## src/design/assert_macros.svh

```systemverilog
// Assertion macros used by the top-level design file.
`ifndef ASSERT_MACROS_SVH
`define ASSERT_MACROS_SVH
`ifndef SYNTHESIS
// The property must hold at every clock edge outside reset.
`define ASSERT_PROP(lbl, clk, rst_n, prop, msg) \
    lbl: assert property (@(posedge clk) disable iff (!rst_n) (prop)) else $error(msg);
// The expression must never be true outside reset.
`define ASSERT_NEVER(lbl, clk, rst_n, expr, msg) \
    lbl: assert property (@(posedge clk) disable iff (!rst_n) !(expr)) else $error(msg);
`else
`define ASSERT_PROP(lbl, clk, rst_n, prop, msg)
`define ASSERT_NEVER(lbl, clk, rst_n, expr, msg)
`endif
`endif

```

## src/design/rvcd_pkg.sv

```systemverilog
// Package with the types and constants of the run-length count decoder.
package rvcd_pkg;

    localparam int CountW          = 33;
    localparam int SmallLimit      = 252;
    localparam int HeadSpan        = 256;
    localparam int QueueDepthDflt  = 4;

    typedef enum logic [2:0] {
        PH_LIT_HEAD  = 3'd0,
        PH_LIT_EXTRA = 3'd1,
        PH_LIT_DATA  = 3'd2,
        PH_REP_HEAD  = 3'd3,
        PH_REP_EXTRA = 3'd4,
        PH_REP_BYTE  = 3'd5
    } t_phase;

    // One classified stream byte on its way from the front to the back.
    typedef struct packed {
        logic [7:0] data;
        logic       stream_end;
        logic       head_small;
        logic [2:0] head_extra;
    } t_item;

endpackage

```

## src/design/rvcd_front.sv

```systemverilog
// Input stage: takes stream requests, classifies count heads and feeds the queue.
module rvcd_front
    import rvcd_pkg::*;
(
    input  logic       i_clk,
    input  logic       i_rst_n,
    input  logic       i_s_tvalid,
    output logic       o_s_tready,
    input  logic [7:0] i_byte,
    input  logic       i_end,
    input  logic       i_full,
    output logic       o_push,
    output t_item      o_item
);

    logic  r_valid;
    logic  n_valid;
    t_item r_item;
    t_item n_item;
    logic  accept;

    assign o_s_tready = !r_valid || !i_full;
    assign accept     = i_s_tvalid && o_s_tready;
    assign o_push     = r_valid && !i_full;
    assign o_item     = r_item;

    always_comb begin
        n_valid = r_valid;
        n_item  = r_item;
        if (o_push) begin
            n_valid = 1'b0;
        end
        if (accept) begin
            n_valid            = 1'b1;
            n_item.data        = i_byte;
            n_item.stream_end  = i_end;
            n_item.head_small  = ({1'b0, i_byte} < 9'(SmallLimit));
            // A long head c is followed by 256 - c extra bytes.
            n_item.head_extra  = 3'(9'(HeadSpan) - {1'b0, i_byte});
        end
    end

    always_ff @(posedge i_clk) begin
        if (!i_rst_n) begin
            r_valid <= 1'b0;
        end else begin
            r_valid <= n_valid;
        end
        r_item <= n_item;
    end

endmodule

```

## src/design/rvcd_queue.sv

```systemverilog
// Short first-in first-out queue of classified items between front and back.
module rvcd_queue
    import rvcd_pkg::*;
#(
    parameter int DEPTH = QueueDepthDflt
) (
    input  logic  i_clk,
    input  logic  i_rst_n,
    input  logic  i_push,
    input  t_item i_item,
    output logic  o_full,
    input  logic  i_pop,
    output logic  o_valid,
    output t_item o_item
);

    localparam int AW = (DEPTH > 1) ? $clog2(DEPTH) : 1;
    localparam int CW = $clog2(DEPTH + 1);

    t_item          r_mem [DEPTH];
    logic [AW-1:0]  r_wr_ptr;
    logic [AW-1:0]  r_rd_ptr;
    logic [CW-1:0]  r_count;
    logic [AW-1:0]  n_wr_ptr;
    logic [AW-1:0]  n_rd_ptr;
    logic [CW-1:0]  n_count;
    logic           do_push;
    logic           do_pop;

    assign o_full  = (r_count == CW'(DEPTH));
    assign o_valid = (r_count != '0);
    assign o_item  = r_mem[r_rd_ptr];
    assign do_push = i_push && !o_full;
    assign do_pop  = i_pop && o_valid;

    always_comb begin
        n_wr_ptr = r_wr_ptr;
        n_rd_ptr = r_rd_ptr;
        n_count  = r_count;
        if (do_push) begin
            n_wr_ptr = (r_wr_ptr == AW'(DEPTH - 1)) ? '0 : r_wr_ptr + 1'b1;
        end
        if (do_pop) begin
            n_rd_ptr = (r_rd_ptr == AW'(DEPTH - 1)) ? '0 : r_rd_ptr + 1'b1;
        end
        if (do_push && !do_pop) begin
            n_count = r_count + 1'b1;
        end else if (do_pop && !do_push) begin
            n_count = r_count - 1'b1;
        end
    end

    always_ff @(posedge i_clk) begin
        if (!i_rst_n) begin
            r_wr_ptr <= '0;
            r_rd_ptr <= '0;
            r_count  <= '0;
        end else begin
            r_wr_ptr <= n_wr_ptr;
            r_rd_ptr <= n_rd_ptr;
            r_count  <= n_count;
        end
        if (do_push) begin
            r_mem[r_wr_ptr] <= i_item;
        end
    end

endmodule

```

## src/design/rvcd_back.sv

```systemverilog
// Decode stage: runs the group state machine and holds the output register.
module rvcd_back
    import rvcd_pkg::*;
(
    input  logic              i_clk,
    input  logic              i_rst_n,
    input  logic              i_valid,
    input  t_item             i_item,
    output logic              o_pop,
    output logic              o_m_tvalid,
    input  logic              i_m_tready,
    output logic [7:0]        o_byte,
    output logic [CountW-1:0] o_run,
    output logic              o_status,
    output logic              o_trunc
);

    t_phase            r_phase;
    t_phase            n_phase;
    logic [2:0]        r_extra;
    logic [2:0]        n_extra;
    logic [CountW-1:0] r_acc;
    logic [CountW-1:0] n_acc;
    logic [CountW-1:0] r_remain;
    logic [CountW-1:0] n_remain;

    logic              r_out_valid;
    logic [7:0]        r_out_byte;
    logic [CountW-1:0] r_out_run;
    logic              r_out_status;
    logic              r_out_trunc;

    logic              emit;
    logic [7:0]        e_byte;
    logic [CountW-1:0] e_run;
    logic              e_status;
    logic              e_trunc;
    logic              literal;
    logic [2:0]        extra_dec;
    logic [CountW-1:0] acc_shift;
    logic [CountW-1:0] count_big;

    // An item is taken whenever the output register is free or being emptied.
    assign o_pop     = i_valid && (!r_out_valid || i_m_tready);
    assign literal   = (r_phase == PH_LIT_HEAD) || (r_phase == PH_LIT_EXTRA);
    assign extra_dec = r_extra - 3'd1;
    assign acc_shift = {r_acc[CountW-9:0], i_item.data};
    assign count_big = acc_shift + CountW'(SmallLimit);

    always_comb begin
        n_phase  = r_phase;
        n_extra  = r_extra;
        n_acc    = r_acc;
        n_remain = r_remain;
        emit     = 1'b0;
        e_byte   = i_item.data;
        e_run    = '0;
        e_status = 1'b0;
        e_trunc  = 1'b0;
        if (o_pop) begin
            if (i_item.stream_end) begin
                emit     = 1'b1;
                e_byte   = '0;
                e_status = 1'b1;
                e_trunc  = (r_phase == PH_LIT_DATA) || (r_phase == PH_REP_BYTE);
                n_phase  = PH_LIT_HEAD;
                n_extra  = '0;
                n_acc    = '0;
                n_remain = '0;
            end else begin
                case (r_phase)
                    PH_LIT_HEAD, PH_REP_HEAD: begin
                        n_acc = '0;
                        if (i_item.head_small) begin
                            n_remain = CountW'(i_item.data);
                            n_extra  = '0;
                            if (!literal) begin
                                n_phase = PH_REP_BYTE;
                            end else if (i_item.data == 8'd0) begin
                                n_phase = PH_REP_HEAD;
                            end else begin
                                n_phase = PH_LIT_DATA;
                            end
                        end else begin
                            n_extra = i_item.head_extra;
                            n_phase = literal ? PH_LIT_EXTRA : PH_REP_EXTRA;
                        end
                    end
                    PH_LIT_EXTRA, PH_REP_EXTRA: begin
                        n_acc   = acc_shift;
                        n_extra = extra_dec;
                        if (extra_dec == 3'd0) begin
                            n_remain = count_big;
                            n_acc    = '0;
                            if (!literal) begin
                                n_phase = PH_REP_BYTE;
                            end else if (count_big == '0) begin
                                n_phase = PH_REP_HEAD;
                            end else begin
                                n_phase = PH_LIT_DATA;
                            end
                        end
                    end
                    PH_LIT_DATA: begin
                        emit     = 1'b1;
                        e_run    = CountW'(1);
                        n_remain = r_remain - 1'b1;
                        if (r_remain == CountW'(1)) begin
                            n_phase = PH_REP_HEAD;
                        end
                    end
                    PH_REP_BYTE: begin
                        // A zero repeat count swallows its byte silently.
                        emit     = (r_remain != '0);
                        e_run    = r_remain;
                        n_remain = '0;
                        n_phase  = PH_LIT_HEAD;
                    end
                    default: begin
                        n_phase  = PH_LIT_HEAD;
                        n_extra  = '0;
                        n_acc    = '0;
                        n_remain = '0;
                    end
                endcase
            end
        end
    end

    always_ff @(posedge i_clk) begin
        if (!i_rst_n) begin
            r_phase     <= PH_LIT_HEAD;
            r_extra     <= '0;
            r_acc       <= '0;
            r_remain    <= '0;
            r_out_valid <= 1'b0;
        end else begin
            r_phase  <= n_phase;
            r_extra  <= n_extra;
            r_acc    <= n_acc;
            r_remain <= n_remain;
            if (emit) begin
                r_out_valid <= 1'b1;
            end else if (i_m_tready) begin
                r_out_valid <= 1'b0;
            end
        end
        if (emit) begin
            r_out_byte   <= e_byte;
            r_out_run    <= e_run;
            r_out_status <= e_status;
            r_out_trunc  <= e_trunc;
        end
    end

    assign o_m_tvalid = r_out_valid;
    assign o_byte     = r_out_byte;
    assign o_run      = r_out_run;
    assign o_status   = r_out_status;
    assign o_trunc    = r_out_trunc;

endmodule

```

## src/design/rle_variable_count_decoder.sv

```systemverilog
// Top level of the run-length stream decoder with variable-length counts.
//
//  Channel   | Direction | tdata (low bit up)                | tuser (low bit up)
//  ----------+-----------+-----------------------------------+----------------------
//  s (input) | in        | in_byte[7:0]                      | stream_end
//  m (output)| out       | out_byte[7:0], run_length[40:8]   | is_status, truncated
//
// One byte per cycle is sustained while the output is ready; the back stage's group state
// machine updates once per byte, and its slowest path is the 33-bit count add and compare.
// An accepted request passes through the input register and the queue to the output register.
// Reset is synchronous and active low and returns the decoder to a literal count head.
// A stall on the output backs up into the queue, then the input register, then tready.
`include "assert_macros.svh"

module rle_variable_count_decoder
    import rvcd_pkg::*;
#(
    parameter int QUEUE_DEPTH = QueueDepthDflt
) (
    input  logic        i_clk,
    input  logic        i_rst_n,
    input  logic        i_s_tvalid,
    output logic        o_s_tready,
    input  logic [7:0]  i_s_tdata,   // in_byte
    input  logic [0:0]  i_s_tuser,   // stream_end
    output logic        o_m_tvalid,
    input  logic        i_m_tready,
    output logic [47:0] o_m_tdata,   // out_byte, run_length, zero fill
    output logic [1:0]  o_m_tuser    // is_status, truncated
);

    logic              push;
    logic              full;
    logic              pop;
    logic              q_valid;
    t_item             push_item;
    t_item             pop_item;
    logic [7:0]        out_byte;
    logic [CountW-1:0] out_run;
    logic              out_status;
    logic              out_trunc;

    rvcd_front u_front (
        .i_clk      (i_clk),
        .i_rst_n    (i_rst_n),
        .i_s_tvalid (i_s_tvalid),
        .o_s_tready (o_s_tready),
        .i_byte     (i_s_tdata),
        .i_end      (i_s_tuser[0]),
        .i_full     (full),
        .o_push     (push),
        .o_item     (push_item)
    );

    rvcd_queue #(
        .DEPTH (QUEUE_DEPTH)
    ) u_queue (
        .i_clk   (i_clk),
        .i_rst_n (i_rst_n),
        .i_push  (push),
        .i_item  (push_item),
        .o_full  (full),
        .i_pop   (pop),
        .o_valid (q_valid),
        .o_item  (pop_item)
    );

    rvcd_back u_back (
        .i_clk      (i_clk),
        .i_rst_n    (i_rst_n),
        .i_valid    (q_valid),
        .i_item     (pop_item),
        .o_pop      (pop),
        .o_m_tvalid (o_m_tvalid),
        .i_m_tready (i_m_tready),
        .o_byte     (out_byte),
        .o_run      (out_run),
        .o_status   (out_status),
        .o_trunc    (out_trunc)
    );

    assign o_m_tdata = {7'd0, out_run, out_byte};
    assign o_m_tuser = {out_trunc, out_status};

    `ASSERT_NEVER(a_queue_overflow, i_clk, i_rst_n, push && full && !pop, "queue overflow")
    `ASSERT_PROP(a_status_clear, i_clk, i_rst_n,
        (o_m_tvalid && out_status) |-> (out_run == '0 && out_byte == 8'd0), "bad status")
    `ASSERT_PROP(a_data_result, i_clk, i_rst_n,
        (o_m_tvalid && !out_status) |-> (out_run != '0 && !out_trunc), "bad data result")
    `ASSERT_PROP(a_pop_needs_item, i_clk, i_rst_n, pop |-> q_valid, "pop from empty queue")

endmodule
```

## config.mk

```make
export PLATFORM = sky130hd
export DESIGN_NAME = rle_variable_count_decoder
export DESIGN_NICKNAME = d
export VERILOG_FILES = /design/src/design/rvcd_pkg.sv /design/src/design/rvcd_front.sv /design/src/design/rvcd_queue.sv /design/src/design/rvcd_back.sv /design/src/design/rle_variable_count_decoder.sv
export VERILOG_INCLUDE_DIRS = /design/src /design/src/design
export SDC_FILE = /design/constraint.sdc
export NUM_CORES = 1
export LEC_CHECK = 0
export BUFFER_PORTS_ARGS = -buffer_cell sky130_fd_sc_hd__buf_2
export CORE_UTILIZATION = 60
export DETAILED_ROUTE_END_ITERATION = 16
export PLACE_DENSITY = 0.75
export SLEW_MARGIN = 10
export SYNTH_ARGS = -nofsm -noshare
export SYNTH_HDL_FRONTEND = slang
export SYNTH_SLANG_ARGS = --single-unit
```

## constraint.sdc

```tcl
create_clock -name i_clk -period 6.6 [get_ports i_clk]
set_input_delay 0.66 -clock i_clk [delete_from_list [all_inputs] [get_ports i_clk]]
set_output_delay 0.66 -clock i_clk [all_outputs]
set_load 0.01 [all_outputs]
```

==> key figures <==
Yosys
  • Syn Std Cell Area: 0.00930 mm2
  • Flops & latches, synth: 178
  • Top FF cell, synth: edfxtp_1
  • Synth Warn #: 0
  • Post-synth EDFFs: 103
  • Yosys top cell by area: edfxtp_1
  • Unique masters post-synth: 77
  • Post-synthesis sequential area ratio: 49.4%
  • Async SR Flop Fraction: 0%
  • Synth Instances: 919
  • Mean Syn Cell Area: 10.1 um2
  • Post-synth top area share: 33.2%
  • Top cells by area, synth: edfxtp_1 33%, dfxtp_1 16%, xnor2_1 3.4%

Floorplan
  • Die Y: 127 um
  • Die ar.: 0.0160 mm2
  • Area of the core: 0.0151 mm2
  • Die X: 127 um
  • Initial core utilization: 61.4%
  • IO Pins: 65
  • Num rows: 45

Clocking
  • # hold bufs at CTS: 0
  • Worst skew pair latency: 0.44 ns
  • Post-CTS Setup Bufs: 0
  • TritonCTS buffer count: 17
  • Maximum root-to-sink buffer count: 2
  • H-tree levels: 4
  • Clk root buf: clkbuf_16
  • Num Clock Sinks: 178
  • CTS tree: built
  • Number of gates resized after CTS: 0
  • CTS clk-pin slew, worst paths: 0.08 ns

Run status
  • Status: completed

Flow run
  • Max_cap viols: 0

Drt
  • Post-DR wirelength/cell: 19.9 um
  • Pre-antenna DRT Iters: 6
  • Drt drc: 0
  • Routed WL: 22600 um
  • Vias: 7195
  • Post-DRT Antenna Nets: 0
  • Violation count after the first detailed-route iteration: 818
  • Vias/cell: 6.33

Power and ir drop
  • P_leak: 3.56 nW
  • Power Density: 472 mW/mm2
  • Maximum vdd drop: 0.000286 V
  • Total power: 4.80 mW

Finish
  • Nets: 964
  • Layout cells sized above 1: 14.0%
  • Area of the multi-input gates: 0.00431 mm2
  • Final core utilization: 67.2%
  • Antenna cells: 0
  • FF+latch area: 0.00459 mm2
  • Fillcell total: 1170
  • Area Overhead vs Synth: 9.39%

Worst hold path
  • Hold Path Class: in -> reg

GRT
  • Grt total ovfl: 0
  • First-pass GRT wire length: 35800 um
  • Vias in the first global route: 6691
  • Initial antenna violation count: 0
  • Largest net degree at the start of global routing: 67
  • GRT Overall Usage: 29.3%

Critical path
  • Critical path cell sequence: mux4_2 -> inv_1 -> ha_1 -> nand4_1 -> a21boi_2 -> buf_4 -> o31ai_1 -> a2111oi_0 -> nand4_1 -> o31ai_1
  • Critical path type: reg -> reg
  • Max stage delay on crit path: 0.87 ns
  • Worst-path fanout max: 32
  • Critical Path Slowest Stage Cell: dfxtp_1
  • Crit end category: flip-flop
  • WP data required: 6.96 ns
  • Startpoint types: flip-flop
  • Worst path arrival time: 4.21 ns

Placed design
  • Port Buf Inserts: 57
  • Dpl hpwl: 15600 um
  • GPL Wtd Cong: 0.927

STA
  • Period minus WS final: 3.85 ns
  • Period utilization: 58.4%
  • Unrepaired setup endpoints after global routing: false
  • Least-Margin Pin Slew: 0.846 ns
  • Max Clock Freq: 259 MHz
  • Max-slew violation count: 0
  • Setup Viol. Count Final: 0
  • Clock skew: 0.0104 ns
  • Final Hold Vio Count: 0
  • Slew Limit Headroom: 43.5%
  • Setup_tns: 0 ns
-- where the power goes --
part           switching (mW)  leakage [nW]  internal, mW
combinational            1.43          1.70         0.771
clock                   0.493         0.290         0.512
sequential              0.159          1.57          1.43
-- cell families after synthesis --
family | after synthesis | share of synthesized area [%]
adders and majority gates | 15 | 2.10
xor gates and xnor gates | 49 | 4.61
other | 1 | 0.0403
AOI/OAI and AO/OA | 213 | 15.2
DFF | 178 | 49.4
muxes | 24 | 4.21
and+or+nand+nor | 343 | 19.7
buffers and inverters | 96 | 4.75
-- Yosys cell counts, types with 8 or more instances --
cell and instances:
nand2_1 62, a21boi_1 10, buf_2 8, clkbuf_1 51, xnor2_1 36, buf_4 9, nor4_1 16, nor2b_1 26
inv_1 18, o31ai_1 8, mux4_2 12, xor2_1 13, ha_1 14, a21boi_0 30, mux2i_1 11, a22oi_1 11
o21ai_0 44, edfxtp_1 103, nand2b_1 8, o22ai_1 11, a21oi_1 38, dfxtp_1 75, o21ai_1 10, and2_1 13
or3_1 15, nor3_1 25, nor2_1 62, nand3_1 44, and3_1 33
-- flip-flops by register name (all words and copies together) (netlist names), 2 cells and up, named ones only --
register and count:
u_queue.r_mem 48, u_back.o_run 33, u_back.r_remain 33, u_back.r_acc 25, u_front.o_item 12, u_back.o_byte 8
u_back.r_extra 3, u_back.r_phase 3, u_queue.r_count 3, u_queue.r_rd_ptr 2, u_queue.r_wr_ptr 2
-- placed cells by master (no fill, tap or decap), types with 14 or more instances in the layout --
cell       count
nor2b_1       26
xnor2_1       36
buf_2         57
or3_1         15
nor3_1        24
inv_1         18
nor2_1        62
o21ai_0       44
clkbuf_16     17
nand2_1       62
nor4_1        16
edfxtp_1     103
a21boi_0      30
ha_1          14
a21oi_1       37
dfxtp_1       75
nand3_1       44
and3_1        33
-- critical path, delay by kind of cell, from the launching register on --
| family | cells | cell delay [ns] |
|---|---|---|
| fa+ha+maj | 1 | 0.32 |
| simple gates | 2 | 0.40 |
| flops | 1 | 0.87 |
| mux | 1 | 0.71 |
| compound gates | 4 | 1.01 |
| buf+inv | 2 | 0.45 |
-- final cells by class --
class	count	area share [%]
sequential	178	45.1
multi-input combinational	651	42.3
clock buffer	17	4.18
timing repair buffer	69	3.69
tap	188	2.31
clock inverter	15	1.66
inverter	19	0.701
-- metrics by stage --
stage / cell area (um2) / worst slack [ns] / instances / hold slack, ns
6_report: 10200 / 2.75 / 1137 / 0.401
3_5_place_dp: 9580 / 2.74 / 1105 / 0.479
3_3_place_gp: 9580 / 2.87 / 1105 / 0.469
5_1_grt: 10200 / 2.38 / 1137 / 0.391
4_1_cts: 10200 / 2.73 / 1137 / 0.386
2_1_floorplan: 9330 / 2.69 / 925 / 0.446
-- path summary, 6_finish.rpt --
check               startpoint           endpoint  slack (ns)  cells after the start
min reg2reg  u_back.r_extra[2]  u_back.r_extra[2]        0.49                      2
max reg2reg          flip-flop  u_back.r_phase[0]        2.75                     10
min                  i_s_tuser  u_front.o_item[4]        0.40                      1
max                  flip-flop  u_back.r_phase[0]        2.75                     10
-- routing by layer --
| metal | track usage (%) | share of wire (%) | vias to the layer above |
|---|---|---|---|
| met4 | 9.71 | 2.2 | 0 |
| met1 | 39.9 | 44 | 3397 |
| met2 | 46.6 | 46 | 333 |
| li1 | - | - | 3425 |
| met5 | 0 | 0 | - |
| met3 | 6.58 | 7.1 | 40 |
Power figures use the tool's default switching activity.
